===== src/design/rfp_pkg.sv =====
// ---------------------------------------------------------------------------
// rfp_pkg
// kinds, status codes, beat and stage types for the relocation field patcher
// ---------------------------------------------------------------------------
package rfp_pkg;

   // relocation kinds
   localparam logic [4:0] KIND_RV_B    = 5'd0;
   localparam logic [4:0] KIND_RV_J    = 5'd1;
   localparam logic [4:0] KIND_HI20    = 5'd2;
   localparam logic [4:0] KIND_LO12    = 5'd3;
   localparam logic [4:0] KIND_ADR     = 5'd4;
   localparam logic [4:0] KIND_TBZ14   = 5'd5;
   localparam logic [4:0] KIND_CB19    = 5'd6;
   localparam logic [4:0] KIND_J26     = 5'd7;
   localparam logic [4:0] KIND_ABS64   = 5'd8;
   localparam logic [4:0] KIND_REL64   = 5'd9;
   localparam logic [4:0] KIND_ABS32   = 5'd10;
   localparam logic [4:0] KIND_ABS32S  = 5'd11;
   localparam logic [4:0] KIND_REL32   = 5'd12;
   localparam logic [4:0] KIND_ABS16   = 5'd13;
   localparam logic [4:0] KIND_REL16   = 5'd14;
   localparam logic [4:0] KIND_ABS8    = 5'd15;
   localparam logic [4:0] KIND_REL8    = 5'd16;

   // result status
   localparam logic [1:0] ST_OK    = 2'd0;
   localparam logic [1:0] ST_FIT   = 2'd1;
   localparam logic [1:0] ST_ALIGN = 2'd2;

   localparam int BASE_W = 48;
   localparam int DIST_W = 36;
   localparam int ABS_W  = 51;

   // accepted request beat
   typedef struct packed {
      logic [4:0]         req_type;
      logic [31:0]        symbol_offset;
      logic [31:0]        site_offset;
      logic signed [31:0] addend;
      logic [31:0]        site_word;
   } req_item_type;

   // resolved distances
   typedef struct packed {
      logic [4:0]               kind;
      logic [31:0]              word;
      logic signed [DIST_W-1:0] rel_dist;
      logic signed [DIST_W-1:0] adr_dist;
      logic signed [ABS_W-1:0]  abs_val;
   } resolve_type;

   // checked field
   typedef struct packed {
      logic        is_data;
      logic [1:0]  status;
      logic [3:0]  bytes;
      logic [31:0] imm;
      logic [63:0] value;
      logic [31:0] word;
   } check_type;

   // result beat
   typedef struct packed {
      logic [63:0] patched_value;
      logic [3:0]  write_bytes;
      logic [1:0]  status;
   } rsp_item_type;

   // signed fit of a distance in a field of the given width
   function automatic logic fits_signed(input logic signed [DIST_W-1:0] v,
                                        input int unsigned bits);
      logic signed [DIST_W-1:0] lim;
      lim = DIST_W'(1) <<< (bits - 1);
      return (v >= -lim) && (v < lim);
   endfunction

endpackage


===== src/design/relocation_field_patcher_top.sv =====
// ---------------------------------------------------------------------------
// relocation_field_patcher_top
// applies one relocation per request beat and returns the patched bytes
// ---------------------------------------------------------------------------
// Usage:
//   req_* carries one relocation per beat: kind in req_tuser, offsets,
//   addend and the existing site word in req_tdata.
//   rsp_* returns one beat per request, in order: the patched value and the
//   byte count in rsp_tdata, the status code in rsp_tuser.
//   csr_wr_en / csr_wr_data set the load base used by absolute kinds; write
//   it only while no beat is in flight.
// A request beat passes the resolve, check and merge stage registers before its
// result beat. Throughput is one beat per cycle while rsp_tready stays high.
// Reset clears all stage valid bits and the load base; no result is shown
// until a new request arrives.
// When rsp_tready is low the result beat holds; earlier stages keep filling
// until every stage is occupied, then req_tready drops.
// ---------------------------------------------------------------------------
module relocation_field_patcher_top (
   input  logic         clock,
   input  logic         reset,
   // request channel
   input  logic         req_tvalid,
   output logic         req_tready,
   // symbol_offset, site_offset, addend, site_word
   input  logic [127:0] req_tdata,
   // req_type
   input  logic [4:0]   req_tuser,
   // result channel
   output logic         rsp_tvalid,
   input  logic         rsp_tready,
   // patched_value, write_bytes, zero pad
   output logic [71:0]  rsp_tdata,
   // status
   output logic [1:0]   rsp_tuser,
   // configuration
   input  logic         csr_wr_en,
   input  logic [47:0]  csr_wr_data
);
   import rfp_pkg::*;

   logic [BASE_W-1:0] load_base_ff, load_base_in;
   req_item_type      req_item;
   resolve_type       res_item;
   check_type         chk_item;
   rsp_item_type      rsp_item;
   logic              res_valid, res_ready, chk_valid, chk_ready;

   // load base register
   assign load_base_in = csr_wr_en ? csr_wr_data : load_base_ff;

   always_ff @(posedge clock) begin
      if (reset) begin
         load_base_ff <= '0;
      end else begin
         load_base_ff <= load_base_in;
      end
   end

   // unpack request beat
   assign req_item.req_type      = req_tuser;
   assign req_item.symbol_offset = req_tdata[31:0];
   assign req_item.site_offset   = req_tdata[63:32];
   assign req_item.addend        = $signed(req_tdata[95:64]);
   assign req_item.site_word     = req_tdata[127:96];

   rfp_resolve u_resolve (
      .clock     (clock),
      .reset     (reset),
      .load_base (load_base_ff),
      .in_valid  (req_tvalid),
      .in_ready  (req_tready),
      .in_item   (req_item),
      .out_valid (res_valid),
      .out_ready (res_ready),
      .out_item  (res_item)
   );

   rfp_check u_check (
      .clock     (clock),
      .reset     (reset),
      .in_valid  (res_valid),
      .in_ready  (res_ready),
      .in_item   (res_item),
      .out_valid (chk_valid),
      .out_ready (chk_ready),
      .out_item  (chk_item)
   );

   rfp_merge u_merge (
      .clock     (clock),
      .reset     (reset),
      .in_valid  (chk_valid),
      .in_ready  (chk_ready),
      .in_item   (chk_item),
      .out_valid (rsp_tvalid),
      .out_ready (rsp_tready),
      .out_item  (rsp_item)
   );

   // pack result beat
   assign rsp_tdata = {4'b0, rsp_item.write_bytes, rsp_item.patched_value};
   assign rsp_tuser = rsp_item.status;

endmodule


===== src/design/rfp_resolve.sv =====
// ---------------------------------------------------------------------------
// rfp_resolve
// first stage: relative distance, adr distance and absolute address
// ---------------------------------------------------------------------------
module rfp_resolve (
   input  logic                         clock,
   input  logic                         reset,
   input  logic [rfp_pkg::BASE_W-1:0]   load_base,
   input  logic                         in_valid,
   output logic                         in_ready,
   input  rfp_pkg::req_item_type        in_item,
   output logic                         out_valid,
   input  logic                         out_ready,
   output rfp_pkg::resolve_type         out_item
);
   import rfp_pkg::*;

   logic        valid_ff, valid_in;
   resolve_type item_ff, item_in, calc;
   logic signed [DIST_W-1:0] add_ext;

   // distance arithmetic
   always_comb begin
      add_ext       = DIST_W'(in_item.addend);
      calc.kind     = in_item.req_type;
      calc.word     = in_item.site_word;
      calc.adr_dist = $signed({4'b0, in_item.symbol_offset})
                    - $signed({4'b0, in_item.site_offset});
      calc.rel_dist = calc.adr_dist + add_ext;
      calc.abs_val  = $signed({19'b0, in_item.symbol_offset})
                    + $signed({3'b0, load_base})
                    + ABS_W'(in_item.addend);
   end

   // stage handshake
   assign in_ready  = !valid_ff || out_ready;
   assign valid_in  = in_ready ? in_valid : valid_ff;
   assign item_in   = (in_valid && in_ready) ? calc : item_ff;
   assign out_valid = valid_ff;
   assign out_item  = item_ff;

   always_ff @(posedge clock) begin
      if (reset) begin
         valid_ff <= 1'b0;
      end else begin
         valid_ff <= valid_in;
      end
      item_ff <= item_in;
   end

endmodule


===== src/design/rfp_check.sv =====
// ---------------------------------------------------------------------------
// rfp_check
// second stage: alignment and range checks, field extraction per kind
// ---------------------------------------------------------------------------
module rfp_check (
   input  logic                 clock,
   input  logic                 reset,
   input  logic                 in_valid,
   output logic                 in_ready,
   input  rfp_pkg::resolve_type in_item,
   output logic                 out_valid,
   input  logic                 out_ready,
   output rfp_pkg::check_type   out_item
);
   import rfp_pkg::*;

   logic      valid_ff, valid_in;
   check_type item_ff, item_in, calc;
   logic signed [DIST_W-1:0] rel_dist, v1, v2, d4, adr;
   logic signed [ABS_W-1:0]  absv;
   logic [19:0]              hi;

   // checks and field selection
   always_comb begin
      rel_dist = in_item.rel_dist;
      adr      = in_item.adr_dist;
      absv     = in_item.abs_val;
      v1       = rel_dist >>> 1;
      v2       = rel_dist >>> 2;
      d4       = rel_dist + DIST_W'(4);
      hi       = d4[31:12] + {19'b0, d4[11]};

      calc.is_data = 1'b0;
      calc.status  = ST_OK;
      calc.bytes   = 4'd4;
      calc.imm     = '0;
      calc.value   = '0;
      calc.word    = in_item.word;

      unique case (in_item.kind) inside
         KIND_RV_B: begin
            if (rel_dist[0])
               calc.status = ST_ALIGN;
            else if (!fits_signed(v1, 12))
               calc.status = ST_FIT;
            else
               calc.imm = {v1[11], v1[9:4], 13'b0, v1[3:0], v1[10], 7'b0};
         end
         KIND_RV_J: begin
            if (rel_dist[0])
               calc.status = ST_ALIGN;
            else if (!fits_signed(v1, 20))
               calc.status = ST_FIT;
            else
               calc.imm = {v1[19], v1[9:0], v1[10], v1[18:11], 12'b0};
         end
         KIND_HI20: begin
            if (!fits_signed(d4, 32))
               calc.status = ST_FIT;
            else
               calc.imm = {hi, 12'b0};
         end
         KIND_LO12: begin
            if (!fits_signed(d4, 32))
               calc.status = ST_FIT;
            else
               calc.imm = {d4[11:0], 20'b0};
         end
         KIND_ADR: begin
            // addend plays no part here
            if (!fits_signed(adr, 21))
               calc.status = ST_FIT;
            else
               calc.imm = {1'b0, adr[1:0], 5'b0, adr[20:2], 5'b0};
         end
         KIND_TBZ14: begin
            if (rel_dist[1:0] != 2'b00)
               calc.status = ST_ALIGN;
            else if (!fits_signed(v2, 14))
               calc.status = ST_FIT;
            else
               calc.imm = {13'b0, v2[13:0], 5'b0};
         end
         KIND_CB19: begin
            if (rel_dist[1:0] != 2'b00)
               calc.status = ST_ALIGN;
            else if (!fits_signed(v2, 19))
               calc.status = ST_FIT;
            else
               calc.imm = {8'b0, v2[18:0], 5'b0};
         end
         KIND_J26: begin
            if (rel_dist[1:0] != 2'b00)
               calc.status = ST_ALIGN;
            else if (!fits_signed(v2, 26))
               calc.status = ST_FIT;
            else
               calc.imm = {6'b0, v2[25:0]};
         end
         KIND_ABS64: begin
            // any pattern fits, negative values as two's complement
            calc.is_data = 1'b1;
            calc.bytes   = 4'd8;
            calc.value   = {{(64-ABS_W){absv[ABS_W-1]}}, absv};
         end
         KIND_ABS32, KIND_ABS32S: begin
            calc.is_data = 1'b1;
            calc.bytes   = 4'd4;
            if (absv[ABS_W-1:32] != '0)
               calc.status = ST_FIT;
            else
               calc.value = {32'b0, absv[31:0]};
         end
         KIND_ABS16: begin
            calc.is_data = 1'b1;
            calc.bytes   = 4'd2;
            if (absv[ABS_W-1:16] != '0)
               calc.status = ST_FIT;
            else
               calc.value = {48'b0, absv[15:0]};
         end
         KIND_ABS8: begin
            calc.is_data = 1'b1;
            calc.bytes   = 4'd1;
            if (absv[ABS_W-1:8] != '0)
               calc.status = ST_FIT;
            else
               calc.value = {56'b0, absv[7:0]};
         end
         KIND_REL64: begin
            calc.is_data = 1'b1;
            calc.bytes   = 4'd8;
            calc.value   = {{(64-DIST_W){rel_dist[DIST_W-1]}}, rel_dist};
         end
         KIND_REL32: begin
            calc.is_data = 1'b1;
            calc.bytes   = 4'd4;
            if (!fits_signed(rel_dist, 32))
               calc.status = ST_FIT;
            else
               calc.value = {32'b0, rel_dist[31:0]};
         end
         KIND_REL16: begin
            calc.is_data = 1'b1;
            calc.bytes   = 4'd2;
            if (!fits_signed(rel_dist, 16))
               calc.status = ST_FIT;
            else
               calc.value = {48'b0, rel_dist[15:0]};
         end
         KIND_REL8: begin
            calc.is_data = 1'b1;
            calc.bytes   = 4'd1;
            if (!fits_signed(rel_dist, 8))
               calc.status = ST_FIT;
            else
               calc.value = {56'b0, rel_dist[7:0]};
         end
         default: begin
            // unknown kinds leave the word untouched
            calc.status = ST_OK;
         end
      endcase
   end

   // stage handshake
   assign in_ready  = !valid_ff || out_ready;
   assign valid_in  = in_ready ? in_valid : valid_ff;
   assign item_in   = (in_valid && in_ready) ? calc : item_ff;
   assign out_valid = valid_ff;
   assign out_item  = item_ff;

   always_ff @(posedge clock) begin
      if (reset) begin
         valid_ff <= 1'b0;
      end else begin
         valid_ff <= valid_in;
      end
      item_ff <= item_in;
   end

endmodule


===== src/design/rfp_merge.sv =====
// ---------------------------------------------------------------------------
// rfp_merge
// last stage: merges the field into the word or picks the data value,
// and holds the result beat as the output register
// ---------------------------------------------------------------------------
module rfp_merge (
   input  logic                  clock,
   input  logic                  reset,
   input  logic                  in_valid,
   output logic                  in_ready,
   input  rfp_pkg::check_type    in_item,
   output logic                  out_valid,
   input  logic                  out_ready,
   output rfp_pkg::rsp_item_type out_item
);
   import rfp_pkg::*;

   logic         valid_ff, valid_in;
   rsp_item_type item_ff, item_in, calc;

   // field merge, error results give zero data or the unchanged word
   always_comb begin
      calc.write_bytes = in_item.bytes;
      calc.status      = in_item.status;
      if (in_item.is_data)
         calc.patched_value = (in_item.status == ST_OK) ? in_item.value : 64'd0;
      else
         calc.patched_value = {32'b0, in_item.word | in_item.imm};
   end

   // stage handshake
   assign in_ready  = !valid_ff || out_ready;
   assign valid_in  = in_ready ? in_valid : valid_ff;
   assign item_in   = (in_valid && in_ready) ? calc : item_ff;
   assign out_valid = valid_ff;
   assign out_item  = item_ff;

   always_ff @(posedge clock) begin
      if (reset) begin
         valid_ff <= 1'b0;
      end else begin
         valid_ff <= valid_in;
      end
      item_ff <= item_in;
   end

endmodule


===== config.mk =====
export PLATFORM = sky130hd
export DESIGN_NAME = relocation_field_patcher_top
export DESIGN_NICKNAME = d
export VERILOG_FILES = /design/src/design/rfp_pkg.sv /design/src/design/relocation_field_patcher_top.sv /design/src/design/rfp_resolve.sv /design/src/design/rfp_check.sv /design/src/design/rfp_merge.sv
export SDC_FILE = /design/constraint.sdc
export NUM_CORES = 1
export LEC_CHECK = 0
export BUFFER_PORTS_ARGS = -buffer_cell sky130_fd_sc_hd__clkbuf_2
export CORE_ASPECT_RATIO = 0.6
export CORE_UTILIZATION = 28
export CTS_BUF_LIST = sky130_fd_sc_hd__clkbuf_16
export CTS_CLUSTER_SIZE = 20
export DETAILED_ROUTE_END_ITERATION = 8
export PLACE_DENSITY = 0.46
export SLEW_MARGIN = 20
export SYNTH_ARGS = -nofsm -noshare
export SYNTH_HDL_FRONTEND = slang
export SYNTH_SLANG_ARGS = --single-unit

===== constraint.sdc =====
create_clock -name clock -period 19.9 [get_ports clock]
set_clock_uncertainty 0.2 [all_clocks]
set_input_delay 3.98 -clock clock [delete_from_list [all_inputs] [get_ports clock]]
set_output_delay 3.98 -clock clock [all_outputs]
set_load 0.01 [all_outputs]

# [Yosys cells after proc, flatten, opt, wreduce, memory -nomap -nowiden]
# Index checks and enable logic that the tools add are counted.
[classes] mux=44 addsub=6 n_reduce_logical=32 magnitude_cmp=20 eq_ne=16 n_bitwise=1
[op_table] op="$pmux W64 S8" count=1
[op_table] op="$mux W32" count=13
[op_table] op="$pmux W32 S8" count=1
[op_table] op="$ge A36 B32 Y1 const B" count=2
[op_table] op="$lt A36 B33 Y1 const B" count=2
[op_table] op="$add A50 B32 Y51" count=1
[op_table] op="$add A32 B48 Y49" count=1
[op_table] op="$reduce_bool A43 Y1" count=1
[op_table] op="$eq A5 B4 Y1 const B" count=8
[op_table] op="$add A36 B4 Y36 const B" count=1
[op_table] op="$ge A36 B16 Y1 const B" count=1
[op_table] op="$ge A36 B8 Y1 const B" count=1
[op_table] op="$lt A36 B17 Y1 const B" count=1
[op_table] op="$lt A36 B9 Y1 const B" count=1
[op_table] op="$ge A35 B12 Y1 const B" count=1
[op_table] op="$ge A35 B20 Y1 const B" count=1
[op_table] op="$lt A35 B13 Y1 const B" count=1
[op_table] op="$lt A35 B21 Y1 const B" count=1
[op_table] op="$reduce_bool A35 Y1" count=1
[op_table] op="$add A33 B32 Y34" count=1
[op_table] op="$ge A34 B14 Y1 const B" count=1
[op_table] op="$ge A34 B19 Y1 const B" count=1
[op_table] op="$ge A34 B26 Y1 const B" count=1
[op_table] op="$lt A34 B15 Y1 const B" count=1
[op_table] op="31 further kinds" count=74
[totals] out_inout_bits=76 elab_cells=138 in_bits=186 register_bits=413

# [Depth between registers and ports, before layout]
[depth] word_depth=5 mapped_depth=22 ltp_nobuf=22

# [Hierarchy]
# Synthesis repeated with hierarchy kept, for this count alone.
[hier_totals] cells_unflattened=2270 area_unflattened_um2=24471.0
[by_module_without_submodules] mod="rfp_resolve" cells_per_inst=1242 n_inst=1 area_per_inst_um2=12509.5
[by_module_without_submodules] mod="rfp_check" cells_per_inst=645 n_inst=1 area_per_inst_um2=7078.0
[by_module_without_submodules] mod="rfp_merge" cells_per_inst=223 n_inst=1 area_per_inst_um2=3120.5
[by_module_without_submodules] mod="relocation_field_patcher_top" cells_per_inst=160 n_inst=1 area_per_inst_um2=1762.9

# [Worst setup path before layout]
# OpenSTA, ideal clock, no wires.
[synth_path] path_kind="input port to flip-flop" from="in rsp_tready" to="reg u_check.item_ff (netlist bit u_check.out_item[0]), enable pin" setup_slack_ps=6019 n_path_buf=0 required_time_ps=18910 arrival_time_ps=12891 path_stages=2 setup_ps=790 path_cell_list="nor2b_1 > a21boi_0"
[synth_between] elab_chain_len=3
[synth_rtl] element="from (decl)" line="relocation_field_patcher_top.sv:31" text="input logic rsp_tready,"
[synth_rtl] element="$logic_or A1 B1 Y1" line="rfp_merge.sv:32" text="assign in_ready = !valid_ff || out_ready;"
[synth_rtl] element="$logic_or A1 B1 Y1" line="rfp_check.sv:167" text="assign in_ready = !valid_ff || out_ready;"
[synth_rtl] element="$logic_and A1 B1 Y1" line="rfp_check.sv:169" text="assign item_in = (in_valid && in_ready) ? calc : item_ff;"
[synth_rtl] element="to (signal assigned)" line="rfp_check.sv:179" text="item_ff <= item_in;"
[synth_rtl] element="to (decl)" line="rfp_check.sv:18" text="check_type item_ff, item_in, calc;"
# No other way between the ends.
# A chain may end at the register's enable or synchronous reset.

# [Worst setup path in the final report]
[layout_path] from="in rsp_tready" to="out req_tready"
[layout_between] elab_chain_len=3
[layout_rtl] element="$logic_or A1 B1 Y1" line="rfp_merge.sv:32"
[layout_rtl] element="$logic_or A1 B1 Y1" line="rfp_check.sv:167"
[layout_rtl] element="$logic_or A1 B1 Y1" line="rfp_resolve.sv:36" text="assign in_ready = !valid_ff || out_ready;"
[layout_rtl] element="to (decl)" line="relocation_field_patcher_top.sv:24" text="output logic req_tready,"
# No other way between the ends.

==> impl_metrics.env <==
export IMPL_synth_warnings=0
export IMPL_post_cts_buffers=0
export IMPL_vias=19100
export IMPL_grt_pass1_wl_mm=121
export IMPL_route_detailed_drc=0
export IMPL_startpoint_type="input port"
export IMPL_crit_top_cell="clkbuf_2"
export IMPL_die_width_um=379
export IMPL_max_stage_delay_ns=0.59
export IMPL_clkLatencyLatePin_ns=0.61
export IMPL_worst_pin_slew_ns=1.19
export IMPL_synth_area_mm2=0.0238
export IMPL_setup_slack_ns=10.70
export IMPL_cts_buffer_depth=3
export IMPL_critPathRequiredTime_ns=15.72
export IMPL_final_hold_violation_count=0
export IMPL_drtIter0Drc=1775
export IMPL_crit_start="rsp_tready"
export IMPL_min_from="u_resolve.out_item[127]$_DFFE_PP_"
export IMPL_cts_tree="done"
export IMPL_chipHeight_um=228
export IMPL_finalSetupViolations=0
export IMPL_drtAntennaViolNets=0
export IMPL_fmax_ghz=0.109
export IMPL_ys_flop_type="edfxtp_1"
export IMPL_slew_headroom=0.209
export IMPL_via_per_inst=5.18
export IMPL_routedWlPerCell_um=22.6
export IMPL_worstPathMaxFanout=6
export IMPL_total_power_mw=2.62
export IMPL_status="finished, final reports clean"
export IMPL_grt_pass1_vias=18200
export IMPL_hp_class="flop to flop"
export IMPL_setup_tns_ns=0
export IMPL_ir_worst_vdd_v=0.0000597
export IMPL_synth_edf_count=334
export IMPL_port_buffers=257
export IMPL_worstSetupPathType="input port to output port"
export IMPL_initial_utilization=0.284
export IMPL_overflow=0
export IMPL_die_area_mm2=0.0864
export IMPL_io_pin_count=262
export IMPL_cts_num_sinks=385
export IMPL_grt_max_degree=77
export IMPL_ys_seq_area_frac=0.463
export IMPL_min_period_over_period=0.463
export IMPL_cts_hold_buf=0
export IMPL_cts_buffers=43
export IMPL_grt_usage=0.187
export IMPL_routabilityCongestion=0.895
export IMPL_maxSlewViolCount=0
export IMPL_min_period_ns=9.20
export IMPL_ys_ff_latch=385
export IMPL_avgSynthCellArea_um2=10.3
export IMPL_slowest_stage="nor2b_1"
export IMPL_drive_gt1_frac=0.155
export IMPL_first_pass_iters=6
export IMPL_num_rows=82
export IMPL_grt_antenna_before_repair=9
export IMPL_syn_to_final_growth_pct=16.0
export IMPL_clk_pin_slew_ns=0.06
export IMPL_design_area_mm2=0.0276
export IMPL_core_mm2=0.0839
export IMPL_cts_root_buf="clkbuf_16"
export IMPL_dpl_hpwl_mm=65.1
export IMPL_drt_total_wl_mm=83.4
export IMPL_crit_chain="clkbuf_2 > nor2b_1 > nand3_1 > clkbuf_2"
export IMPL_ff2ff_setup_slack_ns=13.94
export IMPL_syn_inst=2305
export IMPL_async_reset_ff_frac=0
export IMPL_cp_end_kind="output port"
export IMPL_p_leak_nw=11.2
export IMPL_reg2reg_from="load_base_ff[1]$_SDFFE_PP0P_"
export IMPL_ys_types=97
export IMPL_cts_resized=0
export IMPL_worstPathArrival_ns=5.02
export IMPL_power_density_mw_per_mm2=94.8
export IMPL_rsz0062_at_grt="no"
export IMPL_fin_nets=2865
export IMPL_htree_levels=2
export IMPL_placed_area_mm2=0.0263
export IMPL_dp_worst_setup_slack_ns=10.30
export IMPL_max_cap_violations=0
## cell usage after synthesis (all sizes together), types with 56 or more instances
library cell / n / area share
edfxtp: 334 / 0.42
xnor2: 110 / 0.040
a21o: 84 / 0.026
clkbuf: 76 / 0.012
xor2: 56 / 0.021
a21oi: 144 / 0.030
inv: 88 / 0.014
ha: 153 / 0.080
o21ai: 113 / 0.024
nor2: 193 / 0.031
nand2: 160 / 0.025
nor3: 74 / 0.016
mux2i: 58 / 0.024
## logic make-up (layout without fill, tap and decap cells)
group | after synthesis | count (layout) | share of synthesized area
AO/OA/AOI/OAI | 601 | 601 | 0.172
other | 1 | 8 | 0.000157
XOR/XNOR | 166 | 166 | 0.0613
multiplexers | 59 | 59 | 0.0248
buffers and inverters | 198 | 446 | 0.0355
flip-flops | 385 | 385 | 0.463
adder cells (fa/ha/maj) | 157 | 157 | 0.0836
AND/OR/NAND/NOR | 738 | 738 | 0.159
## stage by stage
| stage | hold slack (ns) | utilization | cells |
|---|---|---|---|
| 2_1_floorplan | 0.200 | - | 2308 |
| 3_3_place_gp | 0.208 | 0.313 | 3611 |
| 3_5_place_dp | 0.205 | 0.313 | 3611 |
| 4_1_cts | 0.220 | 0.329 | 3690 |
| 5_1_grt | 0.222 | 0.329 | 3693 |
| 6_report | 0.217 | 0.329 | 3694 |
## cell usage in the layout, fill, tap and decap left out, types with 51 or more instances in the layout
| cell | instances |
|---|---|
| o21ai_0 | 106 |
| xor2_1 | 55 |
| ha_1 | 153 |
| dfxtp_1 | 51 |
| edfxtp_1 | 334 |
| clkbuf_2 | 256 |
| a21o_1 | 84 |
| nor2_1 | 191 |
| nand2_1 | 160 |
| inv_1 | 92 |
| nand3_1 | 52 |
| xnor2_1 | 110 |
| mux2i_1 | 58 |
| nor3_1 | 69 |
| a21oi_1 | 144 |
## state kept, by name, indices dropped and copies added, names as in the netlist
signal / cells
load_base_ff: 48
u_merge.out_valid: 1
u_check.out_item: 122
u_resolve.out_item: 155
u_resolve.out_valid: 1
u_check.out_valid: 1
u_merge.out_item: 57
## critical path, delay by kind of cell
| kind | cells | cell delay, ns |
|---|---|---|
| simple gates | 2 | 0.78 |
| buf+inv | 2 | 0.26 |
## metal layers
| metal | vias to the layer above | global-route usage | part of all wire |
|---|---|---|---|
| li1 | 9133 | - | - |
| met1 | 9222 | 0.318 | 0.55 |
| met2 | 711 | 0.236 | 0.36 |
| met3 | 75 | 0.0357 | 0.073 |
| met4 | 6 | 0.0310 | 0.013 |
| met5 | - | 0 | 0.00041 |
## power by group
group / total [mW] / switching (mW) / internal, mW
registers: 1.14 / 0.137 / 1.00
clock network: 0.785 / 0.360 / 0.426
logic: 0.697 / 0.432 / 0.265
total: 2.62 / 0.929 / 1.69
## final cells by class
type | instances | area [um2]
flip-flops and latches | 385 | 11100
clock buffers | 43 | 1080
fillers | 8598 | 56300
clock inverters | 36 | 274
inverters | 88 | 330
repair buffers | 279 | 1450
well taps | 1134 | 1420
multi-input cells | 1725 | 12000
diodes | 4 | 10.0
## path summary, 6_finish.rpt
| kind | endpoint | cells after the start |
|---|---|---|
| setup / recovery | req_tready | 4 |
| hold / removal | u_check.out_item[4]$_DFFE_PP_ | 0 |
| setup reg to reg | u_resolve.out_item[49]$_DFFE_PP_ | 20 |
| hold reg to reg | u_check.out_item[4]$_DFFE_PP_ | 0 |
Power figures use the tool's default switching activity.
